===== config.mk =====
export PLATFORM = sky130hd
export DESIGN_NAME = four_level_page_table_walker
export DESIGN_NICKNAME = d
export VERILOG_FILES = /design/src/design/ptw_pkg.sv /design/src/design/ptw_core.sv /design/src/design/ptw_in_stage.sv /design/src/design/four_level_page_table_walker.sv
export SDC_FILE = /design/constraint.sdc
export NUM_CORES = 1
export LEC_CHECK = 0
export BUFFER_PORTS_ARGS = -buffer_cell sky130_fd_sc_hd__buf_4
export CAP_MARGIN = 30
export CELL_PAD_IN_SITES_DETAIL_PLACEMENT = 0
export CELL_PAD_IN_SITES_GLOBAL_PLACEMENT = 1
export CORE_UTILIZATION = 42
export DETAILED_ROUTE_END_ITERATION = 6
export PLACE_DENSITY = 0.9
export REMOVE_ABC_BUFFERS = 1
export SETUP_SLACK_MARGIN = 0.1
export SYNTH_ARGS = -nofsm -noshare
export SYNTH_HDL_FRONTEND = slang
export SYNTH_SLANG_ARGS = --single-unit

===== constraint.sdc =====
create_clock -name clk -period 6.45 [get_ports clk]
set_input_delay 0 -clock clk [delete_from_list [all_inputs] [get_ports clk]]
set_output_delay 0 -clock clk [all_outputs]
set_load 0.1 [all_outputs]

===== src/design/ptw_pkg.sv =====
package ptw_pkg;

  localparam int AddrW  = 52;
  localparam int VaddrW = 48;
  localparam int EntryW = 64;
  localparam int KindW  = 2;
  localparam int LevelW = 3;

  localparam logic [KindW-1:0] KIND_READ  = 2'd0;
  localparam logic [KindW-1:0] KIND_DONE  = 2'd1;
  localparam logic [KindW-1:0] KIND_PROTO = 2'd2;

  localparam logic [LevelW-1:0] LVL_IDLE = 3'd0;
  localparam logic [LevelW-1:0] LVL_1    = 3'd1;
  localparam logic [LevelW-1:0] LVL_2    = 3'd2;
  localparam logic [LevelW-1:0] LVL_3    = 3'd3;
  localparam logic [LevelW-1:0] LVL_4    = 3'd4;

  localparam int PresentBit = 0;
  localparam int LargeBit   = 7;

  typedef struct packed {
    logic [LevelW-1:0] level;
    logic [VaddrW-1:0] vaddr;
  } walk_t;

  typedef struct packed {
    logic [KindW-1:0] kind;
    logic [AddrW-1:0] read_addr;
    logic [AddrW-1:0] phys_addr;
    logic             fault;
  } result_t;

endpackage


===== src/design/ptw_core.sv =====
module ptw_core
  import ptw_pkg::*;
(
  input  logic              action,
  input  logic [VaddrW-1:0] virt_addr,
  input  logic [EntryW-1:0] entry_data,
  input  logic [AddrW-1:0]  table_base,
  input  walk_t             walk,
  output walk_t             walk_next,
  output result_t           res
);

  logic             idle;
  logic [AddrW-1:0] table_addr;
  logic [AddrW-1:0] frame_4k;
  logic [8:0]       next_index;

  assign idle       = (walk.level < LVL_1) || (walk.level > LVL_4);
  assign table_addr = {16'd0, entry_data[35:12], 12'd0};
  assign frame_4k   = table_addr;

  always_comb begin
    unique case (walk.level)
      LVL_1:   next_index = walk.vaddr[38:30];
      LVL_2:   next_index = walk.vaddr[29:21];
      default: next_index = walk.vaddr[20:12];
    endcase
  end

  always_comb begin
    walk_next = walk;
    res       = '{kind: KIND_PROTO, read_addr: '0, phys_addr: '0, fault: 1'b0};
    if (action == 1'b0) begin
      if (idle) begin
        walk_next.vaddr = virt_addr;
        walk_next.level = LVL_1;
        res.kind        = KIND_READ;
        res.read_addr   = {table_base[AddrW-1:4], 4'd0}
                          + {40'd0, virt_addr[47:39], 3'd0};
      end
    end else if (idle) begin
      walk_next.level = LVL_IDLE;
    end else if (!entry_data[PresentBit]) begin
      walk_next.level = LVL_IDLE;
      res.kind        = KIND_DONE;
      res.fault       = 1'b1;
    end else if (walk.level == LVL_2 && entry_data[LargeBit]) begin
      walk_next.level = LVL_IDLE;
      res.kind        = KIND_DONE;
      res.phys_addr   = {entry_data[51:30], walk.vaddr[29:0]};
    end else if (walk.level == LVL_3 && entry_data[LargeBit]) begin
      walk_next.level = LVL_IDLE;
      res.kind        = KIND_DONE;
      res.phys_addr   = table_addr + {31'd0, walk.vaddr[20:0]};
    end else if (walk.level == LVL_4) begin
      walk_next.level = LVL_IDLE;
      res.kind        = KIND_DONE;
      if (frame_4k == '0) begin
        res.fault = 1'b1;
      end else begin
        res.phys_addr = {frame_4k[AddrW-1:12], walk.vaddr[11:0]};
      end
    end else begin
      walk_next.level = walk.level + LevelW'(1);
      res.kind        = KIND_READ;
      res.read_addr   = table_addr + {40'd0, next_index, 3'd0};
    end
  end

endmodule


===== src/design/ptw_in_stage.sv =====
module ptw_in_stage
  import ptw_pkg::*;
(
  input  logic              clk,
  input  logic              rst,
  input  logic              in_valid,
  output logic              in_stall,
  input  logic              action,
  input  logic [VaddrW-1:0] virt_addr,
  input  logic [EntryW-1:0] entry_data,
  input  logic              advance_ok,
  output logic              full,
  output logic              held_action,
  output logic [VaddrW-1:0] held_vaddr,
  output logic [EntryW-1:0] held_entry
);

  assign in_stall = full && !advance_ok;

  always_ff @(posedge clk) begin
    if (rst) begin
      full <= 1'b0;
    end else if (!in_stall) begin
      full <= in_valid;
    end
  end

  always_ff @(posedge clk) begin
    if (in_valid && !in_stall) begin
      held_action <= action;
      held_vaddr  <= virt_addr;
      held_entry  <= entry_data;
    end
  end

endmodule


===== src/design/four_level_page_table_walker.sv =====
// Four-level page table walker for 48-bit virtual addresses.
// Input words arrive on in_valid/in_stall: action 0 starts a walk with
// virt_addr, action 1 hands back the 64-bit entry that memory returned.
// Every input word yields exactly one output word on out_valid/out_stall:
// kind 0 asks for an entry read at read_addr, kind 1 ends the walk with
// phys_addr or fault, kind 2 flags a word that came out of order.
// table_base is loaded through cfg_write/cfg_data; the user must do this
// only while the walker is idle, the block itself does not enforce it.
// Each word waits in the input register and passes through the step logic
// into the output register. One word per cycle is sustained unless the
// receiver stalls; the walk state is read and updated in the single step
// stage. When the receiver stalls, the output register keeps its word, and
// in_stall is raised while the input register is full. Synchronous reset
// empties both registers, returns the walker to idle and clears table_base.
module four_level_page_table_walker
  import ptw_pkg::*;
(
  input  logic              clk,
  input  logic              rst,
  input  logic              cfg_write,
  input  logic [AddrW-1:0]  cfg_data,
  input  logic              in_valid,
  output logic              in_stall,
  input  logic              action,
  input  logic [VaddrW-1:0] virt_addr,
  input  logic [EntryW-1:0] entry_data,
  output logic              out_valid,
  input  logic              out_stall,
  output logic [KindW-1:0]  kind,
  output logic [AddrW-1:0]  read_addr,
  output logic [AddrW-1:0]  phys_addr,
  output logic              fault
);

  logic [AddrW-1:0]  table_base;
  walk_t             walk;
  walk_t             walk_next;
  result_t           res;
  logic              out_free;
  logic              advance;
  logic              full;
  logic              held_action;
  logic [VaddrW-1:0] held_vaddr;
  logic [EntryW-1:0] held_entry;

  assign out_free = !out_valid || !out_stall;
  assign advance  = full && out_free;

  ptw_in_stage u_in (
    .clk         (clk),
    .rst         (rst),
    .in_valid    (in_valid),
    .in_stall    (in_stall),
    .action      (action),
    .virt_addr   (virt_addr),
    .entry_data  (entry_data),
    .advance_ok  (out_free),
    .full        (full),
    .held_action (held_action),
    .held_vaddr  (held_vaddr),
    .held_entry  (held_entry)
  );

  ptw_core u_core (
    .action     (held_action),
    .virt_addr  (held_vaddr),
    .entry_data (held_entry),
    .table_base (table_base),
    .walk       (walk),
    .walk_next  (walk_next),
    .res        (res)
  );

  always_ff @(posedge clk) begin
    if (rst) begin
      table_base <= '0;
    end else if (cfg_write) begin
      table_base <= cfg_data;
    end
  end

  always_ff @(posedge clk) begin
    if (rst) begin
      walk      <= '{level: LVL_IDLE, vaddr: '0};
      out_valid <= 1'b0;
    end else begin
      if (advance) begin
        walk <= walk_next;
      end
      if (out_free) begin
        out_valid <= full;
      end
    end
  end

  always_ff @(posedge clk) begin
    if (advance) begin
      kind      <= res.kind;
      read_addr <= res.read_addr;
      phys_addr <= res.phys_addr;
      fault     <= res.fault;
    end
  end

  a_fault_is_done: assert property (@(posedge clk) disable iff (rst)
    out_valid && fault |-> kind == KIND_DONE && phys_addr == '0)
    else $error("fault reported outside a finished walk");

  a_read_keeps_busy: assert property (@(posedge clk) disable iff (rst)
    advance && res.kind == KIND_READ |=> walk.level != LVL_IDLE)
    else $error("read request issued but walker went idle");

  a_done_goes_idle: assert property (@(posedge clk) disable iff (rst)
    advance && res.kind == KIND_DONE |=> walk.level == LVL_IDLE)
    else $error("walk finished but walker still busy");

  a_held_word_kept: assert property (@(posedge clk) disable iff (rst)
    full && !out_free |=> full && $stable(held_action) && $stable(held_entry))
    else $error("input register lost a word while blocked");

  a_kind_legal: assert property (@(posedge clk) disable iff (rst)
    out_valid |-> kind == KIND_READ || kind == KIND_DONE || kind == KIND_PROTO)
    else $error("illegal result kind");

endmodule


== After elaboration in Yosys (flattened, before gate mapping) ==
Index checks and enable logic that the tools add are counted.
Word-level totals
  register bits after elaboration: 313
  latch bits: 0
  bits in writable memories: 0
  ROM bits: 0
  word-level logic and storage cells: 68
  memories: 0
Cells by class
  add/sub/neg operators: 4
  multiply operators: 0
  divide/modulo/power cells: 0
  $lt $le $gt $ge: 2
  eq/ne operators: 4
  shift operators: 0
  mux-type cells: 27
  bitwise logic cells: 2
  reduce and logical (&&, ||, !) cells: 17
Operators with widths (count)
  $mux W52: 5
  $mux W54: 2
  $mux W107: 1
  $mux W104: 1
  $add A52 B12 Y52: 1
  $logic_not A52 Y1: 1
  $mux W51: 1
  $add A36 B12 Y37: 1
  $add A36 B21 Y37: 1
  $mux W37: 1
  $mux W36: 1
  $mux W3: 6
  $pmux W9 S2: 1
  $eq A3 B2 Y1 const B: 2
  $mux W2: 3
  $logic_and A1 B1 Y1: 5
  $mux W1: 5
  $logic_not A1 Y1: 4
  $add A3 B1 Y3 const B: 1
  $eq A3 B1 Y1 const B: 1
  $eq A3 B3 Y1 const B: 1
  $gt A3 B3 Y1 const B: 1
  $lt A3 B1 Y1 const B: 1
  $reduce_and A3 Y1: 1
  other kinds (6): 8

== Longest topological paths before layout ==
Gate-level depths: netlist of the first run.
  depth after elaboration: 9
  depth in mapped cells: 10
  gate-level depth less buffers: 9

== By module ==
A second synthesis of the first run with hierarchy kept.
Unflattened totals
  cells, all modules: 1351
  area, all modules: 14880.5 um^2
Modules (own cells, without submodules)
  four_level_page_table_walker: instances 1, cells an instance 501, area each 7414.6 um^2, sequential area each 5295.1 um^2
  ptw_core: instances 1, cells an instance 733, area each 4022.6 um^2, sequential area each 0.0 um^2
  ptw_in_stage: instances 1, cells an instance 117, area each 3443.3 um^2, sequential area each 3413.3 um^2

== Least setup slack after synthesis of the first run ==
OpenSTA, ideal clock, no wires.
  path type: flip-flop to flip-flop
  from: register out_valid
  to: register u_in.held_action, enable pin
  arrival time: 5.515 ns
  data required time: 5.900 ns
  setup slack: 0.385 ns
  stages on the path, launching flop included: 3
  path buffers: 0
  clock period less this slack: 6.065 ns
  cells stage by stage: dfxtp_1 and3_1 nor2b_1
On the way
  cells in the longest elaborated chain, start to end: 6
RTL lines
  from (decl): RTL line four_level_page_table_walker.sv:27  | output logic out_valid,
  from (signal assigned): RTL line four_level_page_table_walker.sv:91  | out_valid <= full;
  $logic_not A1 Y1: RTL line four_level_page_table_walker.sv:46  | assign out_free = !out_valid || !out_stall;
  $logic_or A1 B1 Y1: RTL line four_level_page_table_walker.sv:46
  $logic_not A1 Y1: RTL line ptw_in_stage.sv:18  | assign in_stall = full && !advance_ok;
  $logic_and A1 B1 Y1: RTL line ptw_in_stage.sv:18
  named net in_stall: RTL line four_level_page_table_walker.sv:23  | output logic in_stall,
  $logic_not A1 Y1
  $logic_and A1 B1 Y1: RTL line ptw_in_stage.sv:29  | if (in_valid && !in_stall) begin
  to (signal assigned): RTL line ptw_in_stage.sv:30  | held_action <= action;
  to (decl): RTL line ptw_in_stage.sv:13  | output logic held_action,
The timed path passes the listed nets, and every way through them passes these cells.
A chain may end at the register's enable or synchronous reset.

== Final worst setup path of the first run ==
  from: register, netlist name walk[50]
  to: register phys_addr[33] (data pin)
On the way
  cells in the longest elaborated chain, start to end: 4
  elaborated cells on any way between the ends: 12
RTL lines
  $eq A3 B3 Y1 / $eq A3 B2 Y1 (equally long branches): RTL line ptw_core.sv:55, ptw_core.sv:51
  $mux W37 / $logic_and A1 B1 Y1 (equally long branches): RTL line ptw_core.sv:55, ptw_core.sv:51
  $mux W52: RTL line ptw_core.sv:51  | end else if (walk.level == LVL_3 && entry_data[LargeBit]) begin
  $mux W52: RTL line ptw_core.sv:47  | end else if (walk.level == LVL_2 && entry_data[LargeBit]) begin
  to (signal assigned): RTL line four_level_page_table_walker.sv:100  | phys_addr <= res.phys_addr;
  to (decl): RTL line four_level_page_table_walker.sv:31  | output logic [AddrW-1:0] phys_addr,
Parallel ways exist; a longest one is shown, timed or not.

==> results of run 1 <==
## cell usage in the layout (no fill, tap or decap), types with 13 or more instances in the layout
master	n
buf_4	256
clkbuf_16	30
o211ai_1	13
xnor2_1	25
a21oi_1	62
o21ai_0	63
and2_1	23
nand2_1	183
xor2_1	24
inv_1	21
dfxtp_1	92
edfxtp_1	195
dlygate4sd3_1	143
ha_1	25
and3_1	22
nor3_1	20
nor2_1	77
nand3_1	27
mux2i_1	54
## report_power, final
| part | switching, mW | internal (mW) |
|---|---|---|
| sequential | 0.0650 | 2.06 |
| combinational | 0.403 | 0.222 |
| clock | 0.753 | 1.02 |
| total | 1.22 | 3.31 |
## through the flow
step           area, µm²  instances  setup WS (ns)
6_report           17200       1889           3.21
4_1_cts            17100       1888           3.22
3_3_place_gp       14700       1688           3.37
3_5_place_dp       14700       1690           3.26
5_1_grt            17200       1889           2.93
2_1_floorplan      12200       1048          0.385
## logic make-up after synthesis
| group | after synthesis | synth area share, % |
|---|---|---|
| fa+ha+maj | 27 | 2.84 |
| other cells | 1 | 0.0302 |
| simple gates | 405 | 15.2 |
| mux | 54 | 4.35 |
| compound gates | 201 | 9.87 |
| xor+xnor | 49 | 3.46 |
| buf+inv | 73 | 2.31 |
| flops | 287 | 62.0 |
## layout make-up
type                    instances  area [µm²]
inverters                      22        85.1
fillers                      2331       11700
clock buffers                  31         754
flip-flops and latches        287        7700
repair buffers                401        3400
clock inverters                24         268
well taps                     384         480
diodes                          1        2.50
multi-input cells             739        4470
## Yosys cell counts (10+ instances only)
| cell | count |
|---|---|
| edfxtp_1 | 195 |
| nand2_1 | 183 |
| dfxtp_1 | 92 |
| nor2_1 | 78 |
| o21ai_0 | 63 |
| a21oi_1 | 62 |
| mux2i_1 | 54 |
| clkbuf_1 | 44 |
| nand3_1 | 27 |
| ha_1 | 25 |
| xnor2_1 | 25 |
| xor2_1 | 24 |
| and2_1 | 23 |
| and3_1 | 22 |
| inv_1 | 22 |
| nor3_1 | 20 |
| o211ai_1 | 13 |
| a22oi_1 | 12 |
| nor4_1 | 10 |
## what timing repair did
action,4_1_cts,5_1_grt
hold buffers,143,0
setup buffers,0,0
endpoints found under the hold margin,168,0
gates resized for setup,0,0
## how the worst max path moves through the flow
| stage | startpoint | to | slack, ns | cells past startpoint |
|---|---|---|---|---|
| after CTS | walk[50] | phys_addr[33] | 3.22 | 8 |
| after floorplan | out_valid | u_in.held_action | 0.38 | 2 |
| final | walk[50] | phys_addr[33] | 3.21 | 8 |
| after global routing | walk[50] | phys_addr[33] | 2.93 | 8 |
| after detailed placement | walk[50] | phys_addr[33] | 3.26 | 8 |
| after global placement | walk[50] | phys_addr[33] | 3.37 | 8 |
## layer usage
layer	track usage (%)	wire, µm
met1	28.3	14200
met2	37.5	16700
met3	4.07	2060
met4	6.54	865
met5	0	0
## registers in the layout, summed over array words and instances (netlist names), 2 cells and up
register	flops
kind	2
u_in.held_entry	42
walk	42
table_base	48
phys_addr	52
u_in.held_vaddr	48
read_addr	49
==> metrics.csv, run 1 <==
metric,value,unit
outcome,finished clean,
worst_hold_slack,0.123,ns
cts_buffers,30,
vias_per_cell,5.19,
power,4.53,mW
synth_cell_types,52,
syn_area,12400,µm²
r2r-end,phys_addr[33],
h-tree-depth,1,
cts_tree,yes,
max_slew_margin,37.5,%
worstHoldStart,entry_data[48],
syn_to_final_growth,38.1,%
hold_viol,0,
ant_nets,0,
avgRoutedWirePerCell,17.9,µm
initial_utilization,43.0,%
synth-async-reset-ratio,0,%
coreArea,28900,µm²
vias,9808,
grt_max_degree,79,
cts_sinks,287,
syn_area_per_cell,11.3,µm²
dp_hpwl,22200,µm
drcViolationCount,0,
fin_crit,3.24,ns
required,6.90,ns
synthFlopType,edfxtp_1,
fp.dieW,174,µm
grt_pass1_vias,9674,
ios,279,
rrSetupSlack,3.21,ns
cp-start-kind,flip-flop,
first_pass_iters,5,
tightest_slew,0.934,ns
min_path_cells,2,
cts-root-buf,clkbuf_16,
max_freq,308,MHz
place_congestion,0.927,
tns,0,ns
insertion_delay,0.59,ns
min_path_type,input pin to flip-flop,
final-setup-viol-count,0,
grt_overflow_total,0,
antenna_found_initial,1,
synth_top_area_share,47.2,%
drv_slew,0,
grt_pass1_wl,51900,µm
p_leak,6.68,nW
synth_top_cell_by_area,edfxtp_1,
drtIter0Drc,788,
final_layout_size_suffix_gt1_share,21.1,%
crit_chain,inv_1 > ha_1 > and2_1 > nand3_1 > a2111oi_2 > o21ai_1 > or4_1 > nand3_1,
final_util,59.4,%
hold_end,u_in.held_entry[48],
grt_usage,22.0,%
rr_worst_depth,8,
ys_warn_count,0,
rsz0062_at_grt,no,
cp_common_cell,nand3_1,
routed_wl,33800,µm
period_share,50.3,%
critPathArrivalTime,3.70,ns
crit_buf_inv,1,
cts.clk_slew.worst_paths,0.07,ns
seq_area_frac_synth,62.0,%
nets,1678,
ir_drop,279,µV
dieArea,30300,µm²
critPathCaptureType,flip-flop,
synth-edff-count,195,
synthTopCellsByArea,"edfxtp_1, dfxtp_1, nand2_1, mux2i_1, o21ai_0",
crit_fanout,18,
syn_inst,1097,
worst-setup-path-type,flip-flop to flip-flop,
critPathTopFamily,simple AND/OR/NAND/NOR gates,
p_per_area,264,nW/µm²
cp_slowest_cell,a2111oi_2,
finClkSkew,0.0454,ns
die_h,174,µm
portBuffers,249,
clock_path_buffers,3,
maxCapViolations,0,
cpPeakStageDelay,0.56,ns
ys_seq_elements,287,
core.rowCount,62,
r2r_start,walk[50],
Power figures use the tool's default switching activity.
==> run 2, diff against run 1 <==
--- a/config.mk
+++ b/config.mk
@@ -9,9 +9,9 @@
 export CAP_MARGIN = 30
 export CELL_PAD_IN_SITES_DETAIL_PLACEMENT = 0
 export CELL_PAD_IN_SITES_GLOBAL_PLACEMENT = 1
-export CORE_UTILIZATION = 42
+export CORE_UTILIZATION = 38
 export DETAILED_ROUTE_END_ITERATION = 6
-export PLACE_DENSITY = 0.9
+export PLACE_DENSITY = 0.87
 export REMOVE_ABC_BUFFERS = 1
 export SETUP_SLACK_MARGIN = 0.1
 export SYNTH_ARGS = -nofsm -noshare
==> constraint.sdc (replaced) <==
create_clock -name clk -period 2.84 [get_ports clk]
set_input_delay 0 -clock clk [delete_from_list [all_inputs] [get_ports clk]]
set_output_delay 0 -clock clk [all_outputs]
set_load 0.1 [all_outputs]
==> metrics.csv, run 2 (same netlist as run 1, synthesis figures left out) <==
metric,value,unit,change
min_path_type,input pin to flip-flop,,
layout_common_cells,"buf_4, edfxtp_1, dlygate4sd3_1",,
r2r-end,phys_addr[33],,
grt_max_degree,105,,+33%
fp.dieW,183,µm,+5.1%
critPathTopFamily,simple AND/OR/NAND/NOR gates,,
period_share,91.9,%,+42 points
stdcell_area,17900,µm²,+4.3%
dieArea,33400,µm²,+10%
crit_buf_inv,0,,-1
clock_path_buffers,3,,unchanged
h-tree-depth,1,,unchanged
core.rowCount,65,,+4.8%
final_common_cell,buf_4,,
cts_tree,yes,,
syn_to_final_growth,44.1,%,
worstHoldStart,rst,,
grt_pass1_vias,10200,,+5.1%
ant_nets,0,,unchanged
fin_crit,2.61,ns,-0.631 ns
finClkSkew,0.0205,ns,-0.0249 ns
worst_hold_slack,0.120,ns,-0.00235 ns
coreArea,31900,µm²,+10%
regArea,7700,µm²,unchanged
p_leak,7.09,nW,+6.2%
place_congestion,0.866,,-6.6%
required,3.26,ns,-3.64 ns
wl_met1,14800,µm,+3.7%
final-setup-viol-count,0,,unchanged
critPathCaptureType,flip-flop,,
antenna_found_initial,1,,unchanged
insertion_delay,0.57,ns,-0.02 ns
final_layout_size_suffix_gt1_share,22.3,%,+1.2 points
hold_end,table_base[5],,
initial_utilization,39.0,%,-4.1 points
avgRoutedWirePerCell,17.8,µm,-0.84%
grt_pass1_wl,55000,µm,+5.9%
rsz0062_at_grt,no,,
drtIter0Drc,643,,-18%
cts_buffers,30,,unchanged
vias_per_cell,4.99,,-3.9%
maxCapViolations,0,,unchanged
ir_drop,517,µV,+85%
ios,279,,unchanged
dp_hpwl,23400,µm,+5.7%
critPathArrivalTime,3.04,ns,-0.66 ns
crit_fanout,8,,-10
vias,10100,,+2.9%
rrSetupSlack,0.23,ns,-2.98 ns
outcome,finished clean,,
grt_overflow_total,0,,unchanged
largestRegisters,"phys_addr x52, read_addr x49",,
cpPeakStageDelay,0.52,ns,-0.04 ns
dr_wl_met3,2710,µm,+32%
r2r_start,u_in.held_entry[13],,
first_pass_iters,6,,+1
drv_slew,0,,unchanged
routed_wl,35900,µm,+6.1%
cp-start-kind,flip-flop,,
cts-root-buf,clkbuf_16,,
portBuffers,249,,unchanged
cts.clk_slew.worst_paths,0.06,ns,about the same
rr_worst_depth,7,,-1
hold_viol,0,,unchanged
drcViolationCount,0,,unchanged
die_h,183,µm,+5.1%
cts_sinks,287,,unchanged
highest_layer,met5,,
worst-setup-path-type,flip-flop to flip-flop,,
nets,1759,,+4.8%
crit_chain,ha_1 > a21oi_1 > nand4b_1 > a2111oi_4 > o21ai_2 > or4_1 > nand3_1,,
p_per_area,559,nW/µm²,+110%
cp_slowest_cell,or4_1,,
grt_usage,21.3,%,-0.66 points
tightest_slew,0.867,ns,-0.0672 ns
multi_input_area,4510,µm²,+1.0%
diodes,0,,-1
max_slew_margin,42.2,%,+4.7 points
regMostFlops,phys_addr,,
min_path_cells,3,,+1
max_freq,383,MHz,+24%
place_area,15100,µm²,+2.5%
n_fill_cell,2684,,+15%
dr_wl_met2,17500,µm,+5.2%
largest_reg_flops,52,,unchanged
run 2: cell types whose count changed in the layout (fill, tap and decap cells not counted), sizes merged:
cell / change
dlygate4sd3: +43
inv: -1
bufinv: -3
buf: +38
clkinv: +1
diode: -1
clkinvlp: -2
clkbuf: +6
run 2: how the worst max path moves through the flow:
stage / from / end / slack, ns / cells past startpoint
after detailed placement: table_base[4] / read_addr[46] / 0.06 / 8
after floorplan: out_valid / u_in.held_action / -3.23 / 2
after CTS: u_in.held_entry[12] / phys_addr[26] / 0.15 / 9
after global routing: u_in.held_entry[12] / phys_addr[22] / 0.1 / 9
final: u_in.held_entry[13] / phys_addr[33] / 0.23 / 7
after global placement: u_in.held_entry[12] / phys_addr[28] / 0.17 / 8
run 2: where the power goes:
group | switching (mW) | leakage (nW) | internal [mW]
Combinational | 0.947 | 4.02 | 0.567
Clock | 1.63 | 0.434 | 2.03
Sequential | 0.141 | 2.64 | 4.69
Total | 2.72 | 7.09 | 7.29
run 2: tightest hold or removal path, delay by kind of cell:
family | cells | cell delay, ns
buffers and inverters | 2 | 0.52
and+or+nand+nor | 1 | 0.11
run 2: per-stage QoR:
| stage | utilization (%) | instances | setup slack, ns | TNS [ns] | power, mW |
|---|---|---|---|---|---|
| floorplan | - | 1048 | -3.23 | -438.23 | 5.72 |
| global placement | 47.2 | 1775 | 0.169 | 0 | 6.17 |
| detailed placement | 47.2 | 1776 | 0.0558 | 0 | 6.20 |
| CTS | 56.0 | 2020 | 0.150 | 0 | 10.1 |
| global route | 56.1 | 2021 | 0.0982 | 0 | 10.3 |
| finish | 56.1 | 2021 | 0.229 | 0 | 10.0 |
run 2: final cells by class:
| cell class | count | share of cell area (%) |
|---|---|---|
| timing repair buffer | 482 | 23.2 |
| sequential | 287 | 43.0 |
| tap | 435 | 3.04 |
| inverter | 22 | 0.475 |
| clock buffer | 37 | 4.34 |
| multi-input combinational | 739 | 25.2 |
| clock inverter | 19 | 0.734 |
run 2: routing by layer:
metal  vias up  global-route usage [%]
met5         -                       0
met1      4777                    27.1
li1       4891                       -
met2       361                    36.7
met3        58                    4.49
met4         2                    5.67
run 2: timing repair:
item                                    CTS  global route
buffers inserted                          2             1
endpoints found under the setup margin    8            17
hold buffers                            186             0
resized for setup                         2             7
gates cloned                              0             0
endpoints found under the hold margin   153             0
pin swaps                                 1             2
